[src/sv/ldfs_pkg.sv]
`default_nettype none

package ldfs_pkg;

  // Default number of digit pattern bytes per frame
  localparam int unsigned DigitCountDefault = 4;

  // Register reset values
  localparam logic [7:0] DataCmdReset    = 8'd64;
  localparam logic [7:0] StartAddrReset  = 8'd192;
  localparam logic [7:0] DisplayCmdReset = 8'd139;

  // Digit code used for digits past the fourth
  localparam logic [3:0] BlankCode = 4'hF;

  // Transaction numbers within a frame
  localparam logic [1:0] TxnData     = 2'd0;
  localparam logic [1:0] TxnPatterns = 2'd1;
  localparam logic [1:0] TxnDisplay  = 2'd2;

  // Waveform segment lengths, stored as length minus one
  localparam logic [2:0] StartUnits   = 3'd1;
  localparam logic [2:0] BitUnits     = 3'd2;
  localparam logic [2:0] AckLowUnits  = 3'd4;
  localparam logic [2:0] AckHighUnits = 3'd1;
  localparam logic [2:0] StopUnits    = 3'd1;
  localparam logic [2:0] LastBit      = 3'd7;

  typedef enum logic [1:0] {
    CfgDataCmd    = 2'd0,
    CfgStartAddr  = 2'd1,
    CfgDisplayCmd = 2'd2
  } cfg_idx_e;

  typedef enum logic [3:0] {
    PhIdle    = 4'd0,
    PhStart   = 4'd1,
    PhBitLow  = 4'd2,
    PhBitHigh = 4'd3,
    PhAckLow  = 4'd4,
    PhAckHigh = 4'd5,
    PhStopA   = 4'd6,
    PhStopB   = 4'd7,
    PhStopC   = 4'd8
  } phase_e;

  typedef struct packed {
    logic       action;
    logic [3:0] digit0;
    logic [3:0] digit1;
    logic [3:0] digit2;
    logic [3:0] digit3;
    logic       dots_on;
  } in_word_t;

  typedef struct packed {
    logic clock_pin;
    logic data_pin;
    logic busy_res;
    logic frame_done;
    logic rejected;
  } out_word_t;

  typedef struct packed {
    logic [7:0] data_cmd;
    logic [7:0] start_address;
    logic [7:0] disp_cmd;
  } cfg_t;

  // Seven-segment pattern of a digit code, dot segment in bit 7
  function automatic logic [7:0] seg_pattern(logic [3:0] code, logic dots);
    logic [7:0] p;
    case (code)
      4'd0:    p = 8'h3F;
      4'd1:    p = 8'h06;
      4'd2:    p = 8'h5B;
      4'd3:    p = 8'h4F;
      4'd4:    p = 8'h66;
      4'd5:    p = 8'h6D;
      4'd6:    p = 8'h7D;
      4'd7:    p = 8'h07;
      4'd8:    p = 8'h7F;
      4'd9:    p = 8'h6F;
      4'd10:   p = 8'h40;
      4'd11:   p = 8'h80;
      default: p = 8'h00;
    endcase
    return p | {dots, 7'b0};
  endfunction

endpackage

`default_nettype wire

[src/sv/ldfs_cfg_regs.sv]
`default_nettype none

module ldfs_cfg_regs (
  input  wire logic         clk_i,
  input  wire logic         rst_ni,
  input  wire logic         cfg_we_i,
  input  wire logic [1:0]   cfg_idx_i,
  input  wire logic [7:0]   cfg_data_i,
  output ldfs_pkg::cfg_t    cfg_o
);
  import ldfs_pkg::*;

  cfg_t cfg_q, cfg_d;

  // Register write decode; unused index is dropped
  always_comb begin
    cfg_d = cfg_q;
    if (cfg_we_i) begin
      case (cfg_idx_e'(cfg_idx_i))
        CfgDataCmd:    cfg_d.data_cmd      = cfg_data_i;
        CfgStartAddr:  cfg_d.start_address = cfg_data_i;
        CfgDisplayCmd: cfg_d.disp_cmd      = cfg_data_i;
        default:       cfg_d = cfg_q;
      endcase
    end
  end

  always_ff @(posedge clk_i or negedge rst_ni) begin
    if (!rst_ni) begin
      cfg_q.data_cmd      <= DataCmdReset;
      cfg_q.start_address <= StartAddrReset;
      cfg_q.disp_cmd      <= DisplayCmdReset;
    end else begin
      cfg_q <= cfg_d;
    end
  end

  assign cfg_o = cfg_q;

endmodule

`default_nettype wire

[src/sv/ldfs_seq.sv]
`default_nettype none

module ldfs_seq #(
  parameter int unsigned DigitCount = ldfs_pkg::DigitCountDefault
) (
  input  wire logic          clk_i,
  input  wire logic          rst_ni,
  input  wire logic          fire_i,
  input  ldfs_pkg::in_word_t in_word_i,
  input  ldfs_pkg::cfg_t     cfg_i,
  output ldfs_pkg::out_word_t res_o,
  output logic               busy_o
);
  import ldfs_pkg::*;

  localparam int unsigned ByteW   = $clog2(DigitCount + 1);
  localparam int unsigned SegIdxW = (DigitCount > 1) ? $clog2(DigitCount) : 1;
  localparam logic [ByteW-1:0] LastPattern = ByteW'(DigitCount);

  phase_e            phase_q, phase_d;
  logic [2:0]        unit_q, unit_d;
  logic [2:0]        bit_q, bit_d;
  logic [ByteW-1:0]  byte_q, byte_d;
  logic [7:0]        shift_q, shift_d;
  logic [1:0]        txn_q, txn_d;
  logic              clk_q, clk_d;
  logic              dat_q, dat_d;
  logic [7:0]        seg_q [DigitCount];
  logic [3:0]        code  [DigitCount];
  logic [3:0]        digits [4];

  logic req, tick, load, reject, step, done;
  logic [7:0] first_byte, seg_byte;

  assign req    = fire_i & in_word_i.action;
  assign tick   = fire_i & ~in_word_i.action;
  assign load   = req & (phase_q == PhIdle);
  assign reject = req & (phase_q != PhIdle);
  // Segment boundary reached on this tick
  assign step   = tick & (phase_q != PhIdle) & (unit_q == 3'd0);
  assign done   = step & (phase_q == PhStopC) & (txn_q == TxnDisplay);

  // Digit codes; digits past the fourth are blank
  always_comb begin
    digits[0] = in_word_i.digit0;
    digits[1] = in_word_i.digit1;
    digits[2] = in_word_i.digit2;
    digits[3] = in_word_i.digit3;
    for (int i = 0; i < DigitCount; i++) begin
      code[i] = (i < 4) ? digits[2'(i)] : BlankCode;
    end
  end

  // Byte sources: register byte at a transaction start, pattern after an ack
  always_comb begin
    case (txn_q)
      TxnData:    first_byte = cfg_i.data_cmd;
      TxnDisplay: first_byte = cfg_i.disp_cmd;
      default:    first_byte = cfg_i.start_address;
    endcase
  end
  assign seg_byte = seg_q[byte_q[SegIdxW-1:0]];

  // Next phase
  always_comb begin
    phase_d = phase_q;
    if (load) begin
      phase_d = PhStart;
    end else if (step) begin
      case (phase_q)
        PhStart:   phase_d = PhBitLow;
        PhBitLow:  phase_d = PhBitHigh;
        PhBitHigh: phase_d = (bit_q != LastBit) ? PhBitLow : PhAckLow;
        PhAckLow:  phase_d = PhAckHigh;
        PhAckHigh: phase_d = (txn_q == TxnPatterns && byte_q < LastPattern) ?
                             PhBitLow : PhStopA;
        PhStopA:   phase_d = PhStopB;
        PhStopB:   phase_d = PhStopC;
        PhStopC:   phase_d = (txn_q != TxnDisplay) ? PhStart : PhIdle;
        default:   phase_d = PhIdle;
      endcase
    end
  end

  // Counters, shift byte and pin levels
  always_comb begin
    unit_d  = unit_q;
    bit_d   = bit_q;
    byte_d  = byte_q;
    shift_d = shift_q;
    txn_d   = txn_q;
    clk_d   = clk_q;
    dat_d   = dat_q;
    if (load) begin
      txn_d  = TxnData;
      byte_d = '0;
      bit_d  = 3'd0;
      clk_d  = 1'b1;
      dat_d  = 1'b1;
      unit_d = StartUnits;
    end else if (tick && phase_q != PhIdle && unit_q != 3'd0) begin
      unit_d = unit_q - 3'd1;
    end else if (step) begin
      case (phase_q)
        PhStart: begin
          byte_d  = '0;
          shift_d = first_byte;
          bit_d   = 3'd0;
          clk_d   = 1'b0;
          dat_d   = first_byte[0];
          unit_d  = BitUnits;
        end
        PhBitLow: begin
          clk_d  = 1'b1;
          unit_d = BitUnits;
        end
        PhBitHigh: begin
          clk_d = 1'b0;
          if (bit_q != LastBit) begin
            bit_d   = bit_q + 3'd1;
            shift_d = shift_q >> 1;
            dat_d   = shift_q[1];
            unit_d  = BitUnits;
          end else begin
            unit_d = AckLowUnits;
          end
        end
        PhAckLow: begin
          clk_d  = 1'b1;
          unit_d = AckHighUnits;
        end
        PhAckHigh: begin
          clk_d = 1'b0;
          if (txn_q == TxnPatterns && byte_q < LastPattern) begin
            byte_d  = byte_q + 1'b1;
            shift_d = seg_byte;
            bit_d   = 3'd0;
            dat_d   = seg_byte[0];
            unit_d  = BitUnits;
          end else begin
            unit_d = StopUnits;
          end
        end
        PhStopA: begin
          clk_d  = 1'b0;
          dat_d  = 1'b0;
          unit_d = StopUnits;
        end
        PhStopB: begin
          clk_d  = 1'b1;
          dat_d  = 1'b0;
          unit_d = StopUnits;
        end
        PhStopC: begin
          clk_d = 1'b1;
          dat_d = 1'b1;
          if (txn_q != TxnDisplay) begin
            txn_d  = txn_q + 2'd1;
            byte_d = '0;
            unit_d = StartUnits;
          end else begin
            unit_d = 3'd0;
          end
        end
        default: begin
          clk_d  = 1'b1;
          dat_d  = 1'b1;
          unit_d = 3'd0;
        end
      endcase
    end
  end

  always_ff @(posedge clk_i or negedge rst_ni) begin
    if (!rst_ni) begin
      phase_q <= PhIdle;
      unit_q  <= 3'd0;
      bit_q   <= 3'd0;
      byte_q  <= '0;
      shift_q <= 8'd0;
      txn_q   <= TxnData;
      clk_q   <= 1'b1;
      dat_q   <= 1'b1;
    end else if (fire_i) begin
      phase_q <= phase_d;
      unit_q  <= unit_d;
      bit_q   <= bit_d;
      byte_q  <= byte_d;
      shift_q <= shift_d;
      txn_q   <= txn_d;
      clk_q   <= clk_d;
      dat_q   <= dat_d;
    end
  end

  // Pattern store, filled by a request accepted while idle
  always_ff @(posedge clk_i) begin
    if (load) begin
      for (int i = 0; i < DigitCount; i++) begin
        seg_q[i] <= seg_pattern(code[i], in_word_i.dots_on);
      end
    end
  end

  // Result word: a tick reports the levels held during its unit,
  // a request reports the levels the next tick will drive
  assign res_o.clock_pin  = load ? 1'b1 : clk_q;
  assign res_o.data_pin   = load ? 1'b1 : dat_q;
  assign res_o.busy_res   = (phase_d != PhIdle);
  assign res_o.frame_done = done;
  assign res_o.rejected   = reject;
  assign busy_o           = (phase_q != PhIdle);

endmodule

`default_nettype wire

[src/sv/ldfs_out_stage.sv]
`default_nettype none

module ldfs_out_stage (
  input  wire logic           clk_i,
  input  wire logic           rst_ni,
  input  wire logic           in_valid_i,
  output logic                in_stall_o,
  output logic                fire_o,
  input  ldfs_pkg::out_word_t res_i,
  output logic                out_valid_o,
  input  wire logic           out_stall_i,
  output ldfs_pkg::out_word_t out_data_o
);
  import ldfs_pkg::*;

  logic      valid_q, valid_d;
  out_word_t data_q;

  // Take a word whenever the result register is empty or draining
  assign in_stall_o = valid_q & out_stall_i;
  assign fire_o     = in_valid_i & ~in_stall_o;
  assign valid_d    = fire_o | (valid_q & out_stall_i);

  always_ff @(posedge clk_i or negedge rst_ni) begin
    if (!rst_ni) begin
      valid_q <= 1'b0;
    end else begin
      valid_q <= valid_d;
    end
  end

  always_ff @(posedge clk_i) begin
    if (fire_o) begin
      data_q <= res_i;
    end
  end

  assign out_valid_o = valid_q;
  assign out_data_o  = data_q;

endmodule

`default_nettype wire

[src/sv/led_display_frame_serializer_unit.sv]
// Each accepted word's result is registered and shown in the next cycle.
// Throughput: one word per cycle unless a held result stalls the input; the
// sequencer state and the result register both advance on every accepted word.
// Reset (rst_ni low, asynchronous): sequencer idle, pins high, registers
// back to 64 / 192 / 139, result register empty. Pattern store not cleared.
`default_nettype none

module led_display_frame_serializer_unit #(
  parameter int unsigned DigitCount = ldfs_pkg::DigitCountDefault
) (
  input  wire logic            clk_i,
  input  wire logic            rst_ni,
  input  wire logic            in_valid_i,
  output logic                 in_stall_o,
  input  ldfs_pkg::in_word_t   in_data_i,
  output logic                 out_valid_o,
  input  wire logic            out_stall_i,
  output ldfs_pkg::out_word_t  out_data_o,
  input  wire logic            cfg_we_i,
  input  wire logic [1:0]      cfg_idx_i,
  input  wire logic [7:0]      cfg_data_i
);
  import ldfs_pkg::*;

  cfg_t      cfg;
  out_word_t res;
  logic      fire;
  logic      busy;

  ldfs_cfg_regs u_cfg (
    .clk_i      (clk_i),
    .rst_ni     (rst_ni),
    .cfg_we_i   (cfg_we_i),
    .cfg_idx_i  (cfg_idx_i),
    .cfg_data_i (cfg_data_i),
    .cfg_o      (cfg)
  );

  ldfs_seq #(
    .DigitCount (DigitCount)
  ) u_seq (
    .clk_i     (clk_i),
    .rst_ni    (rst_ni),
    .fire_i    (fire),
    .in_word_i (in_data_i),
    .cfg_i     (cfg),
    .res_o     (res),
    .busy_o    (busy)
  );

  ldfs_out_stage u_out (
    .clk_i       (clk_i),
    .rst_ni      (rst_ni),
    .in_valid_i  (in_valid_i),
    .in_stall_o  (in_stall_o),
    .fire_o      (fire),
    .res_i       (res),
    .out_valid_o (out_valid_o),
    .out_stall_i (out_stall_i),
    .out_data_o  (out_data_o)
  );

  // Input side only stalls behind a held result word
  a_stall_needs_result: assert property (@(posedge clk_i) disable iff (!rst_ni)
    in_stall_o |-> out_valid_o)
    else $error("input stalled with empty result register");

  // A rejected request only happens mid-frame
  a_reject_busy: assert property (@(posedge clk_i) disable iff (!rst_ni)
    fire && in_data_i.action && !busy |=> !out_data_o.rejected && out_data_o.busy_res)
    else $error("idle request not started");

  // Frame end leaves the sequencer idle with both pins high
  a_done_idle: assert property (@(posedge clk_i) disable iff (!rst_ni)
    fire && res.frame_done |=> !busy && !out_data_o.busy_res)
    else $error("frame end did not return to idle");

  // An accepted word always loads the result register
  a_fire_valid: assert property (@(posedge clk_i) disable iff (!rst_ni)
    fire |=> out_valid_o)
    else $error("accepted word produced no result");

endmodule

`default_nettype wire
[config.mk]
export PLATFORM = sky130hd
export DESIGN_NAME = led_display_frame_serializer_unit
export DESIGN_NICKNAME = d
export VERILOG_FILES = /design/src/sv/ldfs_pkg.sv /design/src/sv/ldfs_cfg_regs.sv /design/src/sv/ldfs_seq.sv /design/src/sv/ldfs_out_stage.sv /design/src/sv/led_display_frame_serializer_unit.sv
export SDC_FILE = /design/constraint.sdc
export NUM_CORES = 1
export LEC_CHECK = 0
export BUFFER_PORTS_ARGS = -buffer_cell sky130_fd_sc_hd__buf_4
export CAP_MARGIN = 20
export CORE_ASPECT_RATIO = 1.75
export CORE_MARGIN = 5
export CORE_UTILIZATION = 35
export CTS_CLUSTER_SIZE = 25
export DETAILED_ROUTE_END_ITERATION = 8
export GPL_ROUTABILITY_DRIVEN = 0
export GPL_TIMING_DRIVEN = 0
export SLEW_MARGIN = 5
export SYNTH_ARGS = -nofsm -noshare
export SYNTH_HDL_FRONTEND = slang
export SYNTH_SLANG_ARGS = --single-unit
[constraint.sdc]
create_clock -name clk_i -period 2.3 [get_ports clk_i]
set_clock_uncertainty 0.1 [all_clocks]
set_input_delay 0.46 -clock clk_i [delete_from_list [all_inputs] [get_ports clk_i]]
set_output_delay 0.46 -clock clk_i [all_outputs]
set_load 0.01 [all_outputs]
**After elaboration in Yosys (flattened, before gate mapping)**

Memories as Yosys holds them, arrays and structs flattened.
Cells that the tools add are included.

- Add/subtract/negate cells: 4
- Multiply operators: 0
- Divide/modulo/power cells: 0
- $lt $le $gt $ge: 1
- Equal/unequal tests: 21
- Shift operators: 0
- Multiplexer cells: 50
- Bitwise operators: 19
- Reductions and logical operators: 32

Operator list:

| cell | count |
|---|---|
| $mux 3 | 16 |
| $mux 8 | 6 |
| $or 8x8->8 | 4 |
| $pmux 4 s8 | 1 |
| $pmux 8 s3 | 1 |
| $pmux 3 s3 | 2 |
| $reduce_and 6->1 | 3 |
| $eq 4x3->1 const B | 4 |
| $pmux 8 s2 | 1 |
| $reduce_bool 4->1 | 4 |
| $pmux 3 s5 | 1 |
| $mux 1 | 13 |
| $mux 2 | 6 |
| $and 1x1->1 | 10 |
| $reduce_bool 3->1 | 3 |
| $eq 4x2->1 const B | 2 |
| $mux 4 | 2 |
| $ne 2x1->1 const B | 4 |
| $reduce_and 2->1 | 4 |
| $reduce_and 7->1 | 1 |
| $add 3x1->3 const B | 2 |
| $ne 3x1->1 const B | 2 |
| $reduce_bool 2->1 | 3 |
| $reduce_or 2->1 | 3 |
| 21 further kinds | 29 |

- Register bits after elaboration: 55
- Bits in latches: 0
- Memory bits (writable): 32
- Bits in read-only memories: 512
- Bits of input ports: 33
- Memories kept: 5

Memory list:

| memory | depth | width | rd ports | clocked after memory_dff | wr ports | line | text |
|---|---|---|---|---|---|---|---|
| (name not given) | 16 | 8 | 1 | 0 | 0 | ldfs_pkg.sv:73 | `case (code)` |
| (name not given) | 16 | 8 | 1 | 0 | 0 | ldfs_pkg.sv:73 |  |
| (name not given) | 16 | 8 | 1 | 0 | 0 | ldfs_pkg.sv:73 |  |
| (name not given) | 16 | 8 | 1 | 0 | 0 | ldfs_pkg.sv:73 |  |
| u_seq.seg_q | 4 | 8 | 1 | 0 | 4 | ldfs_seq.sv:28 | `logic [7:0] seg_q [DigitCount];` |

**Longest topological paths before layout**

Gate-level depths: netlist of the first run.

- Word-level depth: 9
- Depth in mapped cells: 8

**Modules after synthesis**

A second synthesis of the first run with hierarchy kept.

- Cell total of the unflattened synthesis: 352
- Area, all modules: 4045.1 um^2

Modules (own cells, without submodules):

| module | times used | cells each | area an instance (um^2) | sequential area each (um^2) |
|---|---|---|---|---|
| ldfs_seq | 1 | 292 | 2924.1 | 1113.6 |
| ldfs_cfg_regs | 1 | 51 | 920.9 | 609.3 |
| ldfs_out_stage | 1 | 9 | 200.2 | 175.2 |

**Worst setup path before layout of the first run**

Ideal clock, no wire load.

- Path kind: flip-flop to flip-flop
- From: reg u_seq.phase_q[2]
- To: reg u_seq.txn_q[0]
- Arrival time: 1880 ps
- Required time: 2078 ps
- Path slack: 198 ps
- Cell stages (with the launch flop): 7
- Period minus slack after synthesis: 2102 ps
- Cells stage by stage: dfrtp_1 > buf_2 > nor4_2 > nand3_1 > inv_1 > o21a_1 > o21ai_1

- Elaborated cells between the ends (all ways): 14
- Those cells by class: 2 x eq/ne; 1 x mux; 3 x bitwise; 8 x reduce/logical

RTL lines:

| what | line | text |
|---|---|---|
| start, declared | ldfs_seq.sv:20 | `phase_e phase_q, phase_d;` |
| start signal, assigned | ldfs_seq.sv:176 | `phase_q <= PhIdle;` |
| start signal, assigned | ldfs_seq.sv:185 | `phase_q <= phase_d;` |
| $logic_not 4->1 * | ldfs_seq.sv:37 | `assign load = req & (phase_q == PhIdle);` |
| $and 1x1->1 * | ldfs_seq.sv:37 |  |
| net u_seq.load | ldfs_seq.sv:32 | `logic req, tick, load, reject, step, done;` |
| $ne 2x1->1 (no line) or $reduce_bool 2->1 (tied branches) | -- |  |
| $reduce_and 5->1 (no line) | -- |  |
| end signal, assigned | ldfs_seq.sv:181 | `txn_q <= TxnData;` |
| end signal, assigned | ldfs_seq.sv:190 | `txn_q <= txn_d;` |
| end, declared | ldfs_seq.sv:25 | `logic [1:0] txn_q, txn_d;` |

Mark *: on every way through the listed nets, which the timed path passes. The rest lies on a longest branch.
A chain may end at the register's enable or synchronous reset.

**Worst setup path after layout of the first run**

- From: reg u_seq.phase_q[3]
- To: reg u_seq.byte_q[1]

- Longest elaborated chain between the ends: 5
- Elaborated cells between the ends (all ways): 20
- Those cells by class: 6 x eq/ne; 4 x mux; 3 x bitwise; 7 x reduce/logical

Ends and longest elaborated chain:

| what | line | text |
|---|---|---|
| $eq 4x4->1, or another cell as far along | ldfs_seq.sv:104 | `case (phase_q)` |
| $pmux 3 s3, or another cell as far along | ldfs_seq.sv:104 |  |
| $mux 3, or another cell as far along | ldfs_seq.sv:103 | `end else if (step) begin` |
| $mux 3, or another cell as far along | ldfs_seq.sv:101 | `end else if (tick && phase_q != PhIdle && unit_q != 3'd0) begin` |
| $mux 3 or $reduce_and 6->1 (tied branches) | -- |  |
| end signal, assigned | ldfs_seq.sv:188 | `byte_q <= byte_d;` |
| end, declared | ldfs_seq.sv:23 | `logic [ByteW-1:0] byte_q, byte_d;` |

Several ways; a longest one is shown, not always the timed one. The select of a mux whose other input is x is not followed.

==> results.toml, run 1 <==
[routing]
viasPerCell = 5.46
dr_total_vias = 2993
ant_nets = 0
drt-total-wl_mm = 9.14
firstDrtPassIters = 4
drc = 0
routedWlPerCell_um = 16.7
first_iter_violations = 138

[placement]
hpwl_mm = 6.74
io_buffer_count = 29
dpl_cell_area_mm2 = 0.00435
pre_cts_slack_ns = -0.432

[clocking]
cts_hold_buf = 0
htreeDepth = 3
cts_buffer_depth = 2
clock_latency_ns = 0.33
cts_tree = "built"
ctsRootBufferMaster = "clkbuf_16"
numCtsBuffers = 9
cts.clk_slew.worst_paths_ns = 0.06
clock-sinks = 71

[logic_synthesis]
synth_compound_area_share_pct = 18.7
ys_seq_elements = 71
synth_area_mm2 = 0.00397
ys.flop_type = "dfrtp_1"
yosys-top-cells-count = "40 x dfrtp_1, 25 x mux2_2, 25 x nand2_1"
seq_area_frac_synth_pct = 47.8
muxShareOfSynthArea_pct = 8.70
synthCells = 369
synthXorXnorAreaFrac_pct = 0.441
synthArstFlopShare_pct = 69.0
synth_adder_area_share_pct = 6.94
synth_edf_count = 22
ys_types = 62
syn-mean-instance-area_um2 = 10.8
synth_top_family_by_area = "compound AO/OA/AOI/OAI gates"
synth_fp_nets = 424
yosysMostFrequentCell = "dfrtp_1"
ys_warn_count = 0
yosysTopAreaCellShare_pct = 25.2
synth-simple-area-share_pct = 13.7
synth_area_leaders = "dfrtp_1 25%, edfxtp_1 17%, mux2_2 7.1%, ha_1 6.9%, dfstp_2 6.0%"
yosysTopAreaCell = "dfrtp_1"

[critical_path]
cpMaxStageDelayCell = "or4_4"
slowest_delay_ns = 0.61
crit_required_ns = 2.41
cp-start-kind = "register"
reg2reg_depth = 5
path_class = "register to register"
worstPathMaxFanout = 8
cp-end-kind = "register"
crit_chain = "or4_4, mux2i_4, a2111oi_4, o21ai_1, a22o_1"
cp_data_arrival_time_ns = 2.34

[finish]
fin_area_mm2 = 0.00470
utilization_pct = 42.3
ff_latch_area_mm2 = 0.00190
syn_to_final_growth_pct = 18.4
nFillCells = 1103
multiInputGateArea_mm2 = 0.00195
layout.nets = 466
num_antenna_cells = 0
drive_gt1_share_pct = 26.2

[die]
die_w_um = 90.5
die-area_mm2 = 0.0137
rows = 51
core_area_mm2 = 0.0111
die-height_um = 151
io_pins = 40
initial_core_util_pct = 35.7

[run]
max-cap-violations = 0

[timing]
min_period_over_period_pct = 96.5
post-route-min-period_ns = 2.22
maxSlewHeadroom_pct = 51.8
rsz0062_at_grt = "yes"
fin_hold_ws_ns = 0.0492
fmax_ghz = 0.450
finalSetupViolations = 0
worst_pin_slew_ns = 0.716
setup_slack_ns = 0.0795
maxSlewViolCount = 0
hold_viol = 0

[power]
peakVddDrop_mv = 0.419
power_leakage_nw = 1.91
p_per_area_mw_per_mm2 = 993

[global_routing]
use_met1_pct = 14.3
grt_pass1_wl_mm = 15.4
grt.met2_usage_pct = 27.5
grt_busiest_layer = "met2"
antenna_found_initial = 0
grt_max_degree = 50
grt_overflow = 0
grt_usage_pct = 14.3
grt_pass1_vias = 3119
met3_usage_pct = 1.89

[hold_path]
worstHoldPathType = "input pin to async pin"

[outcome]
outcome = "complete, no violations"
## final cells by class
cell class | count | share of cell area (%)
flip-flops and latches | 71 | 40.4
plain buffers | 19 | 1.86
repair buffers | 31 | 5.48
multi-input cells | 262 | 41.6
clock buffers | 13 | 5.32
well taps | 132 | 3.51
clock inverters | 3 | 0.399
inverters | 17 | 1.44
## final timing paths
path | to | slack [ns] | startpoint
min reg2reg | u_seq.shift_q[1] | 0.39 | u_seq.shift_q[1]
max reg2reg | u_seq.byte_q[1] | 0.08 | u_seq.phase_q[3]
max | u_seq.byte_q[1] | 0.08 | u_seq.phase_q[3]
max in group asynchronous | u_seq.phase_q[3] | 1.57 | rst_ni
min in group clk_i | u_seq.seg_q[3][7] | 0.22 | in_data_i[0]
min | u_out.out_valid_o | 0.05 | rst_ni
## worst max-delay path: cells and delay by family (launching register included)
kind | cells | cell delay, ns
AO/OA/AOI/OAI | 3 | 0.67
AND/OR/NAND/NOR | 1 | 0.61
flip-flops | 1 | 0.47
multiplexers | 1 | 0.24
## cell usage in the layout, fill, tap and decap left out, types with 6 or more instances in the layout
| cell | n |
|---|---|
| inv_1 | 15 |
| nand2_1 | 25 |
| ha_1 | 21 |
| o21ai_0 | 18 |
| mux2_2 | 25 |
| buf_4 | 29 |
| edfxtp_1 | 22 |
| nand3_1 | 7 |
| nor2_1 | 14 |
| clkbuf_1 | 11 |
| nand2b_1 | 9 |
| nor2b_1 | 12 |
| o22ai_1 | 10 |
| a21oi_1 | 23 |
| a22o_1 | 10 |
| a211oi_1 | 6 |
| dfstp_2 | 9 |
| dfrtp_1 | 39 |
| clkbuf_16 | 9 |
| o21ai_1 | 14 |
| buf_2 | 10 |
## state kept, by name, summed over array words and instances, names as in the netlist
name	flops
u_seq.phase_q	4
u_cfg.cfg_o	24
u_seq.dat_q	1
u_out.out_valid_o	1
u_seq.txn_q	2
u_seq.bit_q	3
u_seq.shift_q	7
u_out.out_data_o	5
u_seq.seg_q	17
u_seq.unit_q	3
u_seq.clk_q	1
u_seq.byte_q	3
## kinds of logic (layout without fill, tap and decap cells)
group	Yosys count	in the layout
buffers and inverters	36	83
adders and majority gates	22	22
xor gates and xnor gates	2	2
AOI/OAI and AO/OA	112	112
and+or+nand+nor	96	96
muxes	30	30
DFF	71	71
## power breakdown
part | total (mW) | internal, mW | switching [mW]
sequential | 1.76 | 1.60 | 0.165
clock | 1.26 | 0.758 | 0.499
combinational | 1.65 | 0.691 | 0.957
total | 4.67 | 3.05 | 1.62
## through the flow
step / cells / power [mW] / TNS [ns]
after global routing: 548 / 4.96 / -0.0335
final: 548 / 4.67 / 0
after floorplan: 369 / 2.87 / 0
after detailed placement: 530 / 3.36 / -7.18
after global placement: 530 / 3.31 / -6.79
after CTS: 548 / 4.69 / 0
## layer usage
metal	share of wire, %	wire length [um]
met5	0	0
met4	3.6	327
met3	2.6	242
met2	57	5190
met1	37	3380
## repair_timing
item,CTS,global route
gates resized for setup,4,8
buffers inserted,2,0
endpoints found under the setup margin,20,27
(Power assumes the default switching activity.)
==> run 2: changes to the inputs <==
Settings changed: BUFFER_PORTS_ARGS -buffer_cell sky130_fd_sc_hd__buf_4 to -buffer_cell sky130_fd_sc_hd__clkbuf_2.
==> run 2 against run 1 <==
Compared with the run above: final cell count increased by 0.36%; wire length decreased by 3.4%; clock-buffer cell count decreased by 1; utilization decreased by 0.29 points; non-clock buffer count increased by 2; sequential power about the same; global-route usage decreased by 0.60 points; register-to-register slack about the same; critical path type unchanged.
==> results.toml, run 2 (synthesis gave the netlist of run 1 again) <==
[outcome]
outcome = "complete, no violations"

[power]
sw_frac_of_total_pct = 33.9
power_leakage_nw = 1.92
peakVddDrop_mv = 0.585
power.total_mw = 4.74
p_sw_mw = 1.61
p_per_area_mw_per_mm2 = 1010
pwr-share-comb_pct = 34.1
p_clk_share_pct = 28.8
p_int_mw = 3.13
seqPwrFrac_pct = 37.1

[die]
die-height_um = 151
initial_core_util_pct = 35.7
io_pins = 40
die-area_mm2 = 0.0137
core_area_mm2 = 0.0111
die_w_um = 90.5
rows = 51

[clocking]
clock-sinks = 71
ctsRootBufferMaster = "clkbuf_16"
cts_buffer_depth = 2
cts.clk_slew.worst_paths_ns = 0.06
numCtsBuffers = 9
clock_latency_ns = 0.33
htreeDepth = 3
cts_tree = "built"

[critical_path]
crit_chain = "or4_4, mux2i_4, nor2_2, o21ai_2, mux2_1"
cp_top_family = "simple AND/OR/NAND/NOR gates"
path_class = "register to register"
cpMaxStageDelayCell = "or4_4"
critPathBufInv = 0
crit_required_ns = 2.45
cp-end-kind = "register"
slowest_delay_ns = 0.61
cp-start-kind = "register"
worstPathMaxFanout = 8
cp_data_arrival_time_ns = 2.36

[hold_path]
worstHoldPathType = "input pin to register"

[routing]
firstDrtPassIters = 4
ant_nets = 0
viasPerCell = 5.38
first_iter_violations = 158
drc = 0
drt-total-wl_mm = 8.83
routedWlPerCell_um = 16.1
dr_total_vias = 2961

[global_routing]
grt_usage_pct = 13.7
grt_overflow = 0
grt_pass1_wl_mm = 14.7
grt_max_degree = 36
grt_pass1_vias = 3087
antenna_found_initial = 0

[finish]
num_antenna_cells = 0
layout.nets = 468
layout_commonest_cell = "dfrtp_1"
largest_reg_flops = 24
syn_to_final_growth_pct = 17.6
layout_common_cells = "39 x dfrtp_1, 29 x clkbuf_2, 25 x mux2_2, 25 x nand2_1, 23 x a21oi_1"
drive_gt1_share_pct = 26.1
instances_no_fill = 550

[timing]
min_period_over_period_pct = 96.1
hold_viol = 0
worst_pin_slew_ns = 0.726
maxSlewViolCount = 0
post-route-min-period_ns = 2.21
rsz0062_at_grt = "no"
finalSetupViolations = 0
fmax_ghz = 0.452
maxSlewHeadroom_pct = 51.4

[placement]
hpwl_mm = 6.61
dp.cells = 531
io_buffer_count = 29

[run]
max-cap-violations = 0
run 2: repair_timing:
item,CTS,global route
pin swaps,0,0
setup endpoints to repair,20,27
gates cloned,0,0
gates resized for setup,3,5
hold endpoints to repair,10,0
buffers inserted,2,0
hold buffers,1,0
run 2: metal layers:
metal  vias to the layer above  track usage, %  part of all wire [%]  wire [um]
met4                         0            8.35                   4.6        407
met5                         -               0                     0          0
met3                        22            3.23                   3.8        335
met2                        66            25.3                    54       4780
met1                      1417            13.6                    37       3310
li1                       1456               -                     -          -
run 2: path summary, 6_finish.rpt:
check / to / startpoint / cells past startpoint / slack (ns)
worst max register to register: u_seq.dat_q / u_seq.phase_q[3] / 5 / 0.09
max in group asynchronous: u_seq.dat_q / rst_ni / 3 / 0.98
min in group asynchronous: u_out.out_valid_o / rst_ni / 2 / 0.51
worst min-delay path: u_out.out_valid_o / in_valid_i / 2 / 0.24
worst min register to register: u_seq.shift_q[1] / u_seq.shift_q[1] / 2 / 0.38
worst max-delay path: u_seq.dat_q / u_seq.phase_q[3] / 5 / 0.09
run 2: stage by stage:
| stage | setup WS (ns) | cell area (um2) | TNS, ns | util (%) | hold slack, ns |
|---|---|---|---|---|---|
| 6_report | 0.0889 | 4670 | 0 | 42.0 | 0.240 |
| 5_1_grt | 0.0118 | 4670 | 0 | 42.0 | 0.239 |
| 4_1_cts | 0.0356 | 4650 | 0 | 41.9 | 0.235 |
| 3_5_place_dp | -0.429 | 4300 | -7.28 | 38.7 | 0.334 |
| 3_3_place_gp | -0.387 | 4280 | -6.64 | 38.5 | 0.363 |
| 2_1_floorplan | 0.198 | 3970 | 0 | - | 0.0644 |
run 2: final cells by class:
cell class / count / area [um2]
plain buffers: 19 / 85.1
clock buffers: 12 / 246
clock inverters: 4 / 45.0
fillers: 1112 / 6430
inverters: 17 / 67.6
multi-input cells: 262 / 1940
flip-flops and latches: 71 / 1900
well taps: 132 / 165
repair buffers: 33 / 215
run 2: power groups by stage:
stage / logic (mW) / clock network [mW] / registers (mW)
floorplan: 1.14 / 0 / 1.73
global placement: 1.53 / 0 / 1.76
detailed placement: 1.57 / 0 / 1.77
CTS: 1.62 / 1.39 / 1.75
global route: 1.79 / 1.46 / 1.79
finish: 1.62 / 1.36 / 1.76
